<file path="config.mk">
export PLATFORM = sky130hd
export DESIGN_NAME = bia_dp
export DESIGN_NICKNAME = d
export VERILOG_FILES = /design/src/rtl/core/bia_pkg.sv /design/src/rtl/core/bia_ram.sv /design/src/rtl/core/bia_dp.sv
export SDC_FILE = /design/constraint.sdc
export NUM_CORES = 2
export LEC_CHECK = 0
export BUFFER_PORTS_ARGS = -buffer_cell sky130_fd_sc_hd__buf_4
export CAP_MARGIN = 30
export CORE_ASPECT_RATIO = 0.75
export CORE_MARGIN = 2
export CORE_UTILIZATION = 30
export CTS_CLUSTER_SIZE = 20
export DETAILED_ROUTE_END_ITERATION = 10
export PLACE_DENSITY = 0.53
export SLEW_MARGIN = 20
export SYNTH_ARGS = -nofsm -noshare
export SYNTH_HDL_FRONTEND = slang
export SYNTH_SLANG_ARGS = --single-unit
</file>
<file path="constraint.sdc">
create_clock -name clk -period 4.75 [get_ports clk]
set_input_delay 0.475 -clock clk [delete_from_list [all_inputs] [get_ports clk]]
set_output_delay 0.475 -clock clk [all_outputs]
set_load 0.05 [all_outputs]
</file>
<file path="src/rtl/core/bia_pkg.sv">
`default_nettype none
package bia_pkg;

  // command codes
  localparam logic [1:0] OP_CLEAR = 2'd0;
  localparam logic [1:0] OP_MARK  = 2'd1;
  localparam logic [1:0] OP_ALLOC = 2'd2;

  // result status codes
  localparam logic [1:0] STATUS_OK    = 2'd0;
  localparam logic [1:0] STATUS_RANGE = 2'd1;
  localparam logic [1:0] STATUS_FULL  = 2'd2;

  localparam int WORD_BITS = 64;
  localparam logic [WORD_BITS-1:0] RESERVED_WORD = 64'h3ff;
  localparam logic [WORD_BITS-1:0] FULL_WORD     = 64'hffff_ffff_ffff_ffff;

  typedef struct packed {
    logic [1:0]  opcode;
    logic [15:0] mark_index;
  } req_item_t;

  typedef struct packed {
    logic [11:0] result_index;
    logic [1:0]  status;
  } rsp_item_t;

  // controller to datapath commands
  typedef struct packed {
    logic       capture;
    logic       sweep_init;
    logic       sweep_write;
    logic       mark_write;
    logic       scan_init;
    logic       scan_step;
    logic       alloc_write;
    logic       res_load;
    logic       res_alloc;
    logic [1:0] res_status;
    logic       out_load;
  } dp_ctl_t;

  // datapath to controller status
  typedef struct packed {
    logic sweep_last;
    logic mark_oor;
    logic word_full;
    logic scan_last;
  } dp_stat_t;

endpackage
`default_nettype wire

</file>
<file path="src/rtl/core/bia_ram.sv">
`default_nettype none
module bia_ram #(
  parameter int WIDTH = 64,
  parameter int DEPTH = 64
) (
  input  wire logic                     clk,
  input  wire logic                     we,
  input  wire logic [$clog2(DEPTH)-1:0] waddr,
  input  wire logic [WIDTH-1:0]         wdata,
  input  wire logic [$clog2(DEPTH)-1:0] raddr,
  output logic      [WIDTH-1:0]         rdata
);

  logic [WIDTH-1:0] mem [DEPTH];

  // one write port, one registered read port
  always_ff @(posedge clk) begin
    if (we) begin
      mem[waddr] <= wdata;
    end
    rdata <= mem[raddr];
  end

endmodule
`default_nettype wire

</file>
<file path="src/rtl/core/bia_dp.sv">
`default_nettype none
module bia_dp
  import bia_pkg::*;
#(
  parameter int NUM_INDEXES = 4096
) (
  input  wire logic        clk,
  input  wire logic        rst,
  input  wire dp_ctl_t     ctl,
  input  wire logic [15:0] mark_index,
  output dp_stat_t         stat,
  output rsp_item_t        rsp
);

  localparam int MAP_WORDS = NUM_INDEXES / WORD_BITS;
  localparam int AW = $clog2(MAP_WORDS);
  localparam logic [AW-1:0] LAST_WORD = AW'(MAP_WORDS - 1);

  logic [15:0]          op_idx;
  logic [AW-1:0]        addr_cnt;
  logic [AW-1:0]        chk_addr;
  logic [11:0]          pend_index;
  logic [1:0]           pend_status;

  logic                 mem_we;
  logic [AW-1:0]        mem_waddr;
  logic [WORD_BITS-1:0] mem_wdata;
  logic [AW-1:0]        mem_raddr;
  logic [WORD_BITS-1:0] mem_rdata;

  logic [AW-1:0]        mark_word;
  logic [WORD_BITS-1:0] word_inc;
  logic [WORD_BITS-1:0] free_onehot;
  logic [5:0]           free_bit;
  logic [15:0]          alloc_index;

  bia_ram #(
    .WIDTH(WORD_BITS),
    .DEPTH(MAP_WORDS)
  ) u_map (
    .clk  (clk),
    .we   (mem_we),
    .waddr(mem_waddr),
    .wdata(mem_wdata),
    .raddr(mem_raddr),
    .rdata(mem_rdata)
  );

  assign mark_word = op_idx[AW+5:6];

  // lowest zero bit: w + 1 carries through the trailing ones
  assign word_inc    = mem_rdata + WORD_BITS'(1);
  assign free_onehot = ~mem_rdata & word_inc;

  // one-hot to binary
  always_comb begin
    free_bit = '0;
    for (int i = 0; i < WORD_BITS; i++) begin
      if (free_onehot[i]) begin
        free_bit = free_bit | 6'(i);
      end
    end
  end

  assign alloc_index = 16'({chk_addr, free_bit});

  // read address select
  always_comb begin
    if (ctl.scan_init) begin
      mem_raddr = '0;
    end else if (ctl.scan_step) begin
      mem_raddr = addr_cnt;
    end else begin
      mem_raddr = mark_word;
    end
  end

  // write port select
  always_comb begin
    mem_we    = 1'b0;
    mem_waddr = addr_cnt;
    mem_wdata = '0;
    if (ctl.sweep_write) begin
      mem_we    = 1'b1;
      mem_waddr = addr_cnt;
      mem_wdata = (addr_cnt == '0) ? RESERVED_WORD : '0;
    end else if (ctl.mark_write) begin
      mem_we    = 1'b1;
      mem_waddr = mark_word;
      mem_wdata = mem_rdata | (WORD_BITS'(1) << op_idx[5:0]);
    end else if (ctl.alloc_write) begin
      mem_we    = 1'b1;
      mem_waddr = chk_addr;
      mem_wdata = mem_rdata | word_inc;
    end
  end

  // status back to the controller
  assign stat.sweep_last = (addr_cnt == LAST_WORD);
  assign stat.mark_oor   = ({22'b0, op_idx[15:6]} >= 32'(MAP_WORDS));
  assign stat.word_full  = (mem_rdata == FULL_WORD);
  assign stat.scan_last  = (chk_addr == LAST_WORD);

  // word counters
  always_ff @(posedge clk) begin
    if (rst) begin
      addr_cnt <= '0;
      chk_addr <= '0;
    end else begin
      if (ctl.sweep_init) begin
        addr_cnt <= '0;
      end else if (ctl.sweep_write) begin
        addr_cnt <= addr_cnt + AW'(1);
      end else if (ctl.scan_init) begin
        addr_cnt <= AW'(1);
        chk_addr <= '0;
      end else if (ctl.scan_step) begin
        addr_cnt <= addr_cnt + AW'(1);
        chk_addr <= addr_cnt;
      end
    end
  end

  // captured index, pending and output result
  always_ff @(posedge clk) begin
    if (ctl.capture) begin
      op_idx <= mark_index;
    end
    if (ctl.res_load) begin
      pend_index  <= ctl.res_alloc ? alloc_index[11:0] : '0;
      pend_status <= ctl.res_status;
    end
    if (ctl.out_load) begin
      rsp.result_index <= pend_index;
      rsp.status       <= pend_status;
    end
  end

endmodule
`default_nettype wire

</file>
==> impl_metrics.ini <==
[finish]
areaGrowthSynthToFinish_pct = 17.2
layout.nets = 8929
final_common_cell = edfxtp_1
final_cell_mix = 4140 x edfxtp_1, 748 x nand2_1, 714 x mux4_2
stdcell_count = 16391
drive_gt1_frac = 0.224

[floorplan]
fp.dieArea_sq_um = 547000
initial_utilization = 0.302
core_area_sq_um = 538000
die_w_um = 853
io_pins = 48
rows = 233
dieHeight_um = 641

[synthesis]
synth.distinct_cells = 83
ys_async_sr_fraction = 0
synth-edff-count = 4140
syn-cell-area_sq_um = 162000
synth_flop_cell = edfxtp_1
syn-mean-instance-area_sq_um = 19.3
synth-seq-cells = 4216
syn_inst = 8427
yosysTopAreaCellShare = 0.766
yosys.area.top_type = edfxtp_1
yosysSeqAreaShare = 0.775
ys_top_cells_by_area = edfxtp_1 77%, mux4_2 9.9%, nand2_1 1.7%
yosysWarnings = 0
synth.net_count = 8459

[worst_setup_path]
crit_arrival_ps = 4160
startpoint_type = register
reg2reg_from = addr_cnt[3]
endpoint_kind = output port
ff2ff_path_depth = 11
cp-endpoint = stat[1]
crit_required_ps = 4280
crit_path_start = u_map.rdata[4]
critical_path.max_fanout = 6
path_class = register to output port
rr_endpoint = u_map.rdata[7]
ff2ff_setup_slack_ps = 640

[clock_tree]
clock-sinks = 4216
clk_latency_ps = 980
cts_tree = built
ctsHtreeMaxLevel = 5
cts-root-buf = clkbuf_16
clk_pin_slew_ps = 70
cts_inserted_buffers = 382
clock_tree.buffer_depth = 4

[sta]
slew_violations = 0
finalSetupViolations = 0
min_period_over_period = 0.975
fin_skew_ps = 73.0
setup_tns_ps = 0
fmax_ghz = 0.216
rsz0062_at_grt = no
hold_viol_final = 0
worstMarginPinSlew_ps = 1110
slew-limit-headroom = 0.262
period_needed_ps = 4630

[drt]
first_iter_violations = 14528
drc = 0
vias_per_cell = 5.62
wl_per_cell_um = 33.7
vias = 92154
first_pass_iters = 6
wl_mm = 552
ant_nets = 0

[power_and_ir_drop]
powerDensity_nw_per_um2 = 420
peakVddDrop_mv = 0.328
finalPower_w = 0.0799
p_leak_nw = 60.1

[global_routing]
grt-ovfl-total = 0
grt_pass1_vias = 87980
grtUsageTotal = 0.195
grt_pass1_wl_mm = 747
antenna_found_initial = 28
grt_max_degree = 123

[flow_run]
drv_cap = 0

[placement]
dp_hpwl_mm = 303
dp_cells = 15653
port_buffers = 47
gp_congestion = 0.915

[hold_path]
hold_path.class = input pin to register

[run_status]
status = completed
==> metal layers <==
| metal | part of all wire | vias to the layer above | wire length, um | track usage |
|---|---|---|---|---|
| met5 | 0.000089 | - | 49 | 0 |
| met4 | 0.029 | 8 | 15900 | 0.0518 |
| met3 | 0.11 | 862 | 58700 | 0.0399 |
| met2 | 0.43 | 5675 | 237000 | 0.284 |
| met1 | 0.44 | 49811 | 240000 | 0.296 |
| li1 | - | 35798 | - | - |
==> critical path: stages (launching register included) <==
cell and delay [ps]:
dfxtp_1 650, nand2_1 260, or4_1 700, nor3_2 390, and3_1 360, nand2_1 140
nor2_1 410, buf_4 280
==> through the flow <==
step	hold WS [ps]	utilization	worst slack, ps	area [sq um]
after global routing	152	0.354	2.49	190000
after detailed placement	409	0.330	276	177000
after floorplan	400	-	-246	162000
final	113	0.354	118	190000
after global placement	401	0.330	-62.0	177000
after CTS	65.4	0.353	51.4	190000
==> repair_timing <==
action | CTS | global route
endpoints found under the hold margin | 79 | 0
hold buffers | 25 | 0
buffers inserted | 1 | 0
pin swaps | 1 | 0
setup endpoints to repair | 1 | 1
resized for setup | 1 | 2
==> state kept, by name, summed over array words and instances (netlist names) <==
signal / cells
pend_status: 2
pend_index: 12
rsp: 14
u_map.rdata: 64
u_map.mem: 4096
op_idx: 16
chk_addr: 6
addr_cnt: 6
==> worst min-delay path by stage <==
stage	cells past startpoint	start	to	slack, ps
5_1_grt	4	ctl[7]	chk_addr[3]	150
3_3_place_gp	0	pend_status[0]	rsp[0]	400
3_5_place_dp	0	pend_index[1]	rsp[3]	410
2_1_floorplan	0	pend_status[0]	rsp[0]	400
6_report	4	ctl[7]	chk_addr[2]	110
4_1_cts	4	ctl[7]	chk_addr[2]	70
==> cells by family after synthesis <==
group,count (synthesis),synth area share
compound gates,1381,0.0584
mux,958,0.115
simple gates,1344,0.0368
xor+xnor,4,0.000216
fa+ha+maj,2,0.000154
flops,4216,0.775
buf+inv,522,0.0146
==> power breakdown <==
part	internal [W]	leakage, nW	switching [W]	total [W]
Clock	0.0175	6.09	0.0140	0.0315
Sequential	0.0419	38.7	0.000554	0.0424
Combinational	0.00191	15.3	0.00409	0.00599
==> cells in the mapped netlist (all sizes together), types with 9 or more instances <==
cell type,n
a211o,46
a211oi,23
a21oi,427
a221oi,39
a22o,50
a22oi,320
a31o,12
a31oi,25
a32oi,128
and2,11
and3,39
buf,281
clkbuf,217
dfxtp,76
edfxtp,4140
inv,23
mux2,45
mux2i,199
mux4,714
nand2,756
nand2b,29
nand3,93
nand4,36
nor2,217
nor2b,9
nor3,43
nor4,37
nor4b,10
o21ai,99
o221a,10
o221ai,65
o22ai,63
o32ai,16
o41ai,17
or2,14
or3,20
==> layout make-up <==
cell class / count / area (sq um)
fill: 49628 / 348000
sequential: 4216 / 126000
multi-input combinational: 3689 / 35400
clock buffer: 494 / 10300
tap: 7167 / 8970
timing repair buffer: 584 / 7330
clock inverter: 203 / 2120
inverter: 24 / 90.1
antenna: 14 / 35.0
(Power assumes the default switching activity.)
