File: config.mk
export PLATFORM = sky130hd
export DESIGN_NAME = bia_ctrl
export DESIGN_NICKNAME = d
export VERILOG_FILES = /design/src/rtl/core/bia_pkg.sv /design/src/rtl/core/bia_ctrl.sv
export SDC_FILE = /design/constraint.sdc
export NUM_CORES = 1
export LEC_CHECK = 0
export BUFFER_PORTS_ARGS = -buffer_cell sky130_fd_sc_hd__buf_2
export CELL_PAD_IN_SITES_DETAIL_PLACEMENT = 1
export CELL_PAD_IN_SITES_GLOBAL_PLACEMENT = 2
export CORE_MARGIN = 2
export CORE_UTILIZATION = 23
export DETAILED_ROUTE_END_ITERATION = 12
export PLACE_DENSITY = 0.77
export RECOVER_POWER = 50
export SETUP_SLACK_MARGIN = 0.1
export SLEW_MARGIN = 20
export SYNTH_ARGS = -nofsm -noshare
export SYNTH_HDL_FRONTEND = slang
export SYNTH_SLANG_ARGS = --single-unit
File: constraint.sdc
create_clock -name clk -period 2.1 [get_ports clk]
set_input_delay 0.21 -clock clk [delete_from_list [all_inputs] [get_ports clk]]
set_output_delay 0.21 -clock clk [all_outputs]
set_load 0.05 [all_outputs]
File: src/rtl/core/bia_pkg.sv
`default_nettype none
package bia_pkg;

  // command codes
  localparam logic [1:0] OP_CLEAR = 2'd0;
  localparam logic [1:0] OP_MARK  = 2'd1;
  localparam logic [1:0] OP_ALLOC = 2'd2;

  // result status codes
  localparam logic [1:0] STATUS_OK    = 2'd0;
  localparam logic [1:0] STATUS_RANGE = 2'd1;
  localparam logic [1:0] STATUS_FULL  = 2'd2;

  localparam int WORD_BITS = 64;
  localparam logic [WORD_BITS-1:0] RESERVED_WORD = 64'h3ff;
  localparam logic [WORD_BITS-1:0] FULL_WORD     = 64'hffff_ffff_ffff_ffff;

  typedef struct packed {
    logic [1:0]  opcode;
    logic [15:0] mark_index;
  } req_item_t;

  typedef struct packed {
    logic [11:0] result_index;
    logic [1:0]  status;
  } rsp_item_t;

  // controller to datapath commands
  typedef struct packed {
    logic       capture;
    logic       sweep_init;
    logic       sweep_write;
    logic       mark_write;
    logic       scan_init;
    logic       scan_step;
    logic       alloc_write;
    logic       res_load;
    logic       res_alloc;
    logic [1:0] res_status;
    logic       out_load;
  } dp_ctl_t;

  // datapath to controller status
  typedef struct packed {
    logic sweep_last;
    logic mark_oor;
    logic word_full;
    logic scan_last;
  } dp_stat_t;

endpackage
`default_nettype wire

File: src/rtl/core/bia_ctrl.sv
`default_nettype none
module bia_ctrl
  import bia_pkg::*;
(
  input  wire logic       clk,
  input  wire logic       rst,
  input  wire logic       req_valid,
  output logic            req_stall,
  input  wire logic [1:0] opcode,
  output logic            rsp_valid,
  input  wire logic       rsp_stall,
  input  wire dp_stat_t   stat,
  output dp_ctl_t         ctl
);

  typedef enum logic [2:0] {
    S_SWEEP,
    S_IDLE,
    S_MARK_RD,
    S_MARK_WR,
    S_SCAN_START,
    S_SCAN,
    S_RESP
  } state_t;

  state_t state;
  logic   sweep_item;
  logic   accept;
  logic   out_free;

  assign req_stall = (state != S_IDLE);
  assign accept    = req_valid && !req_stall;
  assign out_free  = !rsp_valid || !rsp_stall;

  // datapath commands
  always_comb begin
    ctl = '0;
    unique case (state)
      S_IDLE: begin
        if (accept) begin
          ctl.capture    = 1'b1;
          ctl.sweep_init = 1'b1;
          if (opcode != OP_CLEAR && opcode != OP_MARK && opcode != OP_ALLOC) begin
            ctl.res_load   = 1'b1;
            ctl.res_status = STATUS_OK;
          end
        end
      end
      S_SWEEP: begin
        ctl.sweep_write = 1'b1;
        if (stat.sweep_last && sweep_item) begin
          ctl.res_load   = 1'b1;
          ctl.res_status = STATUS_OK;
        end
      end
      S_MARK_RD: begin
        if (stat.mark_oor) begin
          ctl.res_load   = 1'b1;
          ctl.res_status = STATUS_RANGE;
        end
      end
      S_MARK_WR: begin
        ctl.mark_write = 1'b1;
        ctl.res_load   = 1'b1;
        ctl.res_status = STATUS_OK;
      end
      S_SCAN_START: begin
        ctl.scan_init = 1'b1;
      end
      S_SCAN: begin
        if (!stat.word_full) begin
          ctl.alloc_write = 1'b1;
          ctl.res_load    = 1'b1;
          ctl.res_alloc   = 1'b1;
          ctl.res_status  = STATUS_OK;
        end else if (stat.scan_last) begin
          ctl.res_load   = 1'b1;
          ctl.res_status = STATUS_FULL;
        end else begin
          ctl.scan_step = 1'b1;
        end
      end
      S_RESP: begin
        ctl.out_load = out_free;
      end
      default: begin
        ctl = '0;
      end
    endcase
  end

  // state and registered outputs
  always_ff @(posedge clk) begin
    if (rst) begin
      state      <= S_SWEEP;
      sweep_item <= 1'b0;
      rsp_valid  <= 1'b0;
    end else begin
      if (rsp_valid && !rsp_stall && state != S_RESP) begin
        rsp_valid <= 1'b0;
      end
      unique case (state)
        S_IDLE: begin
          if (accept) begin
            unique case (opcode)
              OP_CLEAR: begin
                state      <= S_SWEEP;
                sweep_item <= 1'b1;
              end
              OP_MARK:  state <= S_MARK_RD;
              OP_ALLOC: state <= S_SCAN_START;
              default:  state <= S_RESP;
            endcase
          end
        end
        S_SWEEP: begin
          if (stat.sweep_last) begin
            state      <= sweep_item ? S_RESP : S_IDLE;
            sweep_item <= 1'b0;
          end
        end
        S_MARK_RD: begin
          state <= stat.mark_oor ? S_RESP : S_MARK_WR;
        end
        S_MARK_WR: begin
          state <= S_RESP;
        end
        S_SCAN_START: begin
          state <= S_SCAN;
        end
        S_SCAN: begin
          if (!stat.word_full || stat.scan_last) begin
            state <= S_RESP;
          end
        end
        S_RESP: begin
          if (out_free) begin
            rsp_valid <= 1'b1;
            state     <= S_IDLE;
          end
        end
        default: begin
          state <= S_IDLE;
        end
      endcase
    end
  end

endmodule
`default_nettype wire

==> summary.txt, run 1 <==
Die
  • Die Span Y: between 40 and 50 um
  • IO Count: 24
  • Die area: between 0.002 and 0.0025 sq mm
  • Rows: 16
  • Initial Utilization: between 20 and 25%
  • Die width: about 49 um
  • Core Region: just under 0.002 sq mm

Timing
  • FMAX: around 530 MHz
  • Final period demand of the worst path: about 1.9 ns
  • Setup Skew: between 0.0009 and 0.001 ns
  • Final setup fails: 0
  • Final hold violation count: 0
  • RSZ-0062 raised after global routing: false
  • Rel. slew slack: a little under three fifths
  • Slew Viols, Final: 0
  • Final total negative setup slack: 0 ns
  • Worst slew pin tran: around 0.66 ns
  • Period Utilization, post-route: 89.2%

Synthesis
  • Synth warn: 0
  • Post-synth EDFFs: 0
  • Commonest cells post-synth: 10 x nor2_1, 6 x nand2_1, 5 x a21oi_1, 5 x dfxtp_1
  • Post-synthesis sequential area ratio: a little over a fifth
  • Post-synth top area share: 21.1%
  • Area contributors post-synth: dfxtp_1 21%, nor2_1 7.9%, buf_4 6.3%
  • Count leader, synth: nor2_1
  • #FFs+latches synth: 5
  • Mapped Cells: between 60 and 70
  • Syn Nets: 75
  • Top_reg_cell synth: dfxtp_1
  • Avg Synthesized Cell Area: 7.31 sq um
  • Fraction of registers with async set/reset: 0%
  • Count of cell types in the netlist: 29
  • Dominant cell type by area after synthesis: dfxtp_1
  • Mapped cell area: 475 sq um

Clock tree
  • Num Clock Sinks: 5
  • Clk_lat worst skew: between 0.2 and 0.25 ns
  • H-tree levels: 1
  • CTS tree: done
  • Post-CTS Resized: 0
  • Root Buffer: clkbuf_4
  • Total CTS buffers: 3
  • Post-CTS setup repair buffer count: 0
  • Cts hold-fix bufs: 0
  • CTS Buffer Depth: 2
  • Reg clk slew, reported paths: 0.04 ns

Critical path
  • Crit path DAT: about 1.7 ns
  • Crit path largest cell delay: roughly 0.74 ns
  • Critical Path Start Type: register
  • Sequence of cells on the critical path: and2_1, clkbuf_1
  • Critical path peak fanout: 19
  • Crit path kind: register to output port
  • Crit path capture type: output port
  • Buf/Inv on CP: 1
  • Top delay family on crit path: flip-flops
  • WP data required: approximately 1.9 ns
  • CP max stage cell: dfxtp_1

Global route
  • Overflow after GRT: 0
  • Largest net degree at the start of global routing: 20
  • Initial antenna violation count: 0
  • GRT Overall Usage: 13.0%
  • First-pass GRT wire length: 2470 um
  • Number of global-route vias before repair: 529

Finish
  • Nets: between 90 and 100
  • Diode count: 0
  • Multi-input gate area: approximately 330 sq um
  • Fillers: roughly 260
  • Final cell count without fillers: ~110
  • Layout cell share with drive strength beyond 1: about 33%
  • Register area: approximately 100 sq um
  • Area delta synth->final: 29.5%

Min path
  • HP Class: input port to register

Route
  • Drt total wl: 1410 um
  • Routed Antenna Nets: 0
  • Routed len/inst: about 12 um
  • Starting DRT DRC Count: 4
  • Initial DRT Pass Iterations: 3
  • # DRC: 0
  • DR vias: 540
  • Drt via density: between 4 and 5

Power
  • PD cells: 1380 mW/mm^2
  • Max VDD drop: approximately 570 uV
  • P_leak: between 0.0002 and 0.0003 uW

Flow run
  • MaxCap Viol Count: 0

Placed design
  • Global placer's final weighted congestion: ~0.74
  • Hpwl dp: approximately 1100 um
  • I/O Buffers: 23
  • Placed insts: 109

Status
  • Status: finished clean
power by group:
part           internal [uW]  total [uW]  leakage (uW)  switching, uW
logic                    175         538      0.000227            364
registers                121         196     0.0000408           75.4
clock network           71.9         112     0.0000150           40.3
total                    368         847      0.000282            479
cell type report:
type	count	share of cell area [%]
Tap cell	27	5.49
Clock buffer	4	4.27
Timing Repair Buffer	24	19.1
Inverter	2	1.22
Sequential cell	5	16.3
Multi-Input combinational cell	51	53.7
final timing paths:
kind                   from        end  slack [ns]  cells after the start
setup reg to reg   state[2]   state[0]        0.51                      4
hold reg to reg   rsp_valid  rsp_valid        0.52                      2
hold / removal          rst   state[1]        0.20                      2
setup / recovery   state[2]     ctl[7]        0.23                      2
state kept, by name (all words and copies together), names as in the netlist:
name        cells
rsp_valid       1
sweep_item      1
state           3
cell usage in the layout, fill, tap and decap left out, types with 2 or more instances in the layout:
cell      netlist  routed
a31oi_1         2       2
a21oi_1         5       5
and2_1          2       2
inv_1           2       2
mux2i_1         2       2
clkbuf_4        0       3
nor3_1          2       2
dfxtp_1         5       5
clkbuf_1        0       5
nor2b_1         2       2
o22ai_1         2       2
buf_2           2      19
nand2_1         6       6
o21ai_0         4       4
nor2_1         10       9
through the flow:
stage	util, %	hold WS (ns)	worst slack (ns)	total power [uW]	instance area [sq um]
2_1_floorplan	-	0.279	0.212	659	489
3_3_place_gp	30.3	0.454	0.538	737	594
3_5_place_dp	30.3	0.460	0.494	745	594
4_1_cts	31.6	0.198	0.229	864	621
5_1_grt	31.4	0.212	0.114	910	616
6_report	31.4	0.203	0.226	847	616
per-layer routing:
layer,up-vias,GRT usage [%],routed length (um)
li1,278,-,-
met1,245,17.2,683
met2,15,19.6,629
met3,2,1.82,81
met4,0,8.33,14
met5,-,0,0
cells by family after synthesis:
group                  count (synthesis)  synth area share, %
flip-flops                             5                 21.1
AND/OR/NAND/NOR                       30                 36.1
buffers and inverters                  9                 12.4
multiplexers                           2                 4.21
AO/OA/AOI/OAI                         19                 26.3
(Power assumes the default switching activity.)
==> run 2, diff against run 1 <==
--- a/config.mk
+++ b/config.mk
@@ -9,9 +9,11 @@
 export CELL_PAD_IN_SITES_DETAIL_PLACEMENT = 1
 export CELL_PAD_IN_SITES_GLOBAL_PLACEMENT = 2
 export CORE_MARGIN = 2
-export CORE_UTILIZATION = 23
+export CORE_UTILIZATION = 25
+export CTS_BUF_LIST = sky130_fd_sc_hd__clkbuf_4
 export DETAILED_ROUTE_END_ITERATION = 12
-export PLACE_DENSITY = 0.77
+export MAX_ROUTING_LAYER = met4
+export PLACE_DENSITY = 0.83
 export RECOVER_POWER = 50
 export SETUP_SLACK_MARGIN = 0.1
 export SLEW_MARGIN = 20
==> run 2 against run 1 <==
Effect of this change: worst setup slack improved by 0.0053 ns; die area decreased by 7.4%; core utilization increased by 2.9 points; largest cell class unchanged; first-iteration DRC count decreased by 75%; highest routed layer unchanged; maximum frequency increased by 0.29%.
==> summary.txt, run 2 (synthesis gave the netlist of run 1 again) <==
Power
  • P_leak: 0.000261 uW
  • Clock power share: 14.4%
  • Overall Power: roughly 840 uW
  • PD cells: 1380 mW/mm^2
  • Logic pwr share: between 60% and 70%
  • Pint: roughly 380 uW
  • Max VDD drop: just under 600 uV
  • Psw: around 460 uW
  • Flop pwr share: around 23%
  • Switching Share: 55.0%

Clock tree
  • CTS tree: done
  • Cts hold-fix bufs: 0
  • Root Buffer: clkbuf_4
  • Clk_lat worst skew: about 0.23 ns
  • Num Clock Sinks: 5
  • Reg clk slew, reported paths: 0.04 ns
  • Total CTS buffers: 3
  • H-tree levels: 1
  • CTS Buffer Depth: 2

Timing
  • Final total negative setup slack: 0 ns
  • Final period demand of the worst path: roughly 1.9 ns
  • Slew Viols, Final: 0
  • Period Utilization, post-route: between 80% and 90%
  • Worst hold slack: about 0.21 ns
  • Final hold violation count: 0
  • RSZ-0062 raised after global routing: false
  • Final setup fails: 0
  • FMAX: approximately 540 MHz
  • Worst slew pin tran: ~0.61 ns
  • Setup Skew: about 0.0014 ns
  • Rel. slew slack: slightly below 60%

Critical path
  • Buf/Inv on CP: 1
  • Reg-to-reg startpoint: state[1]
  • Crit path capture type: output port
  • Crit path largest cell delay: 0.70 ns
  • Crit path DAT: about 1.7 ns
  • Critical path peak fanout: 19
  • RR Endpoint: state[0]
  • CP max stage cell: dfxtp_1
  • Critical Path Start Type: register
  • Crit path kind: register to output port
  • Sequence of cells on the critical path: or3_4, clkbuf_1
  • Reg2Reg Depth: 3
  • R2R Setup Slk: around 0.50 ns
  • WP data required: approximately 1.9 ns
  • Top delay family on crit path: flip-flops

Placed design
  • Placed Instance Area: around 590 sq um
  • Global placer's final weighted congestion: between 0.7 and 0.8
  • Hpwl dp: 1020 um
  • I/O Buffers: 23

Finish
  • Reg with most FFs: state
  • Max reg flops: 3
  • Nets: 97
  • Layout cell share with drive strength beyond 1: about a third
  • Fillers: 250
  • Design Area, Final: 606 sq um
  • Commonest cells after routing, fill and taps aside: 19 x buf_2, 9 x nor2_1, 6 x nand2_1, 5 x a21oi_1
  • Most common cell after layout, fill and taps aside: buf_2
  • Area delta synth->final: 27.4%
  • Largest registers: state (3), rsp_valid (1), sweep_item (1)
  • Diode count: 0

Min path
  • HP Class: input port to register
  • Hold Crit Endpoint: state[2]
  • Hold_sp: rst
  • Hold depth: 2

Global route
  • Largest net degree at the start of global routing: 20
  • First-pass GRT wire length: about 2200 um
  • Overflow after GRT: 0
  • Initial antenna violation count: 0
  • Number of global-route vias before repair: about 500
  • GRT Overall Usage: 13.9%

Die
  • Initial Utilization: between 20 and 30%
  • Die Span Y: between 40 and 50 um
  • Die width: between 40 and 50 um
  • Core Region: roughly 0.0018 sq mm
  • Die area: about 0.0023 sq mm
  • Rows: 15
  • IO Count: 24

Route
  • Drt via density: roughly 4.9
  • Initial DRT Pass Iterations: 2
  • # DRC: 0
  • DR vias: 544
  • Drt total wl: between 1000 and 1500 um
  • Routed len/inst: between 10 and 15 um
  • Starting DRT DRC Count: 1
  • Routed Antenna Nets: 0

Flow run
  • MaxCap Viol Count: 0

Status
  • Status: finished clean
## run 2: cell count changes in the layout (fill, tap and decap cells not counted)
cell / previous run / this run
dfxtp_2: 0 / 1
clkbuf_1: 5 / 4
nand3b_4: 1 / 0
nand3b_1: 1 / 2
dfxtp_1: 5 / 4
clkbuf_4: 3 / 4
## run 2: stage by stage
step                utilization (%)  setup slack, ns  std cells
floorplan                         -            0.212         65
global placement               33.5            0.504        107
detailed placement             33.5            0.460        107
CTS                            35.2            0.232        111
global route                   34.3            0.116        111
finish                         34.3            0.231        111
## run 2: routing by layer
metal | global-route usage [%] | vias up | wire length, um
met1 | 17.4 | 261 | 569
met3 | 1.13 | 2 | 36
li1 | - | 274 | -
met2 | 21.9 | 7 | 685
met5 | - | - | 0
met4 | 8.11 | 0 | 14
## run 2: worst max path at each step
| stage | to | from | slack [ns] | cells past startpoint |
|---|---|---|---|---|
| floorplan | ctl[9] | state[1] | 0.21 | 3 |
| global placement | state[0] | state[1] | 0.50 | 3 |
| detailed placement | state[0] | state[1] | 0.46 | 3 |
| CTS | ctl[4] | state[2] | 0.23 | 4 |
| global route | ctl[0] | state[1] | 0.12 | 3 |
| finish | req_stall | state[1] | 0.23 | 2 |
## run 2: power by group through the flow
stage	registers (uW)	logic, uW	clock network (uW)
finish	194	522	120
global route	203	571	136
CTS	195	546	126
detailed placement	197	544	0
global placement	196	540	0
floorplan	137	522	0
## run 2: final cells by class
| type | instances | area, sq um | area share (%) |
|---|---|---|---|
| multi-input combinational | 51 | 318 | 52.5 |
| clock buffer | 4 | 30.0 | 4.96 |
| tap | 25 | 31.3 | 5.17 |
| sequential | 5 | 101 | 16.7 |
| timing repair buffer | 24 | 118 | 19.4 |
| inverter | 2 | 7.51 | 1.24 |
## run 2: what timing repair did
item                                   CTS  global route
resized for setup                        0             1
setup endpoints to repair                0             2
buffers inserted                         0             0
endpoints found under the hold margin    0             0
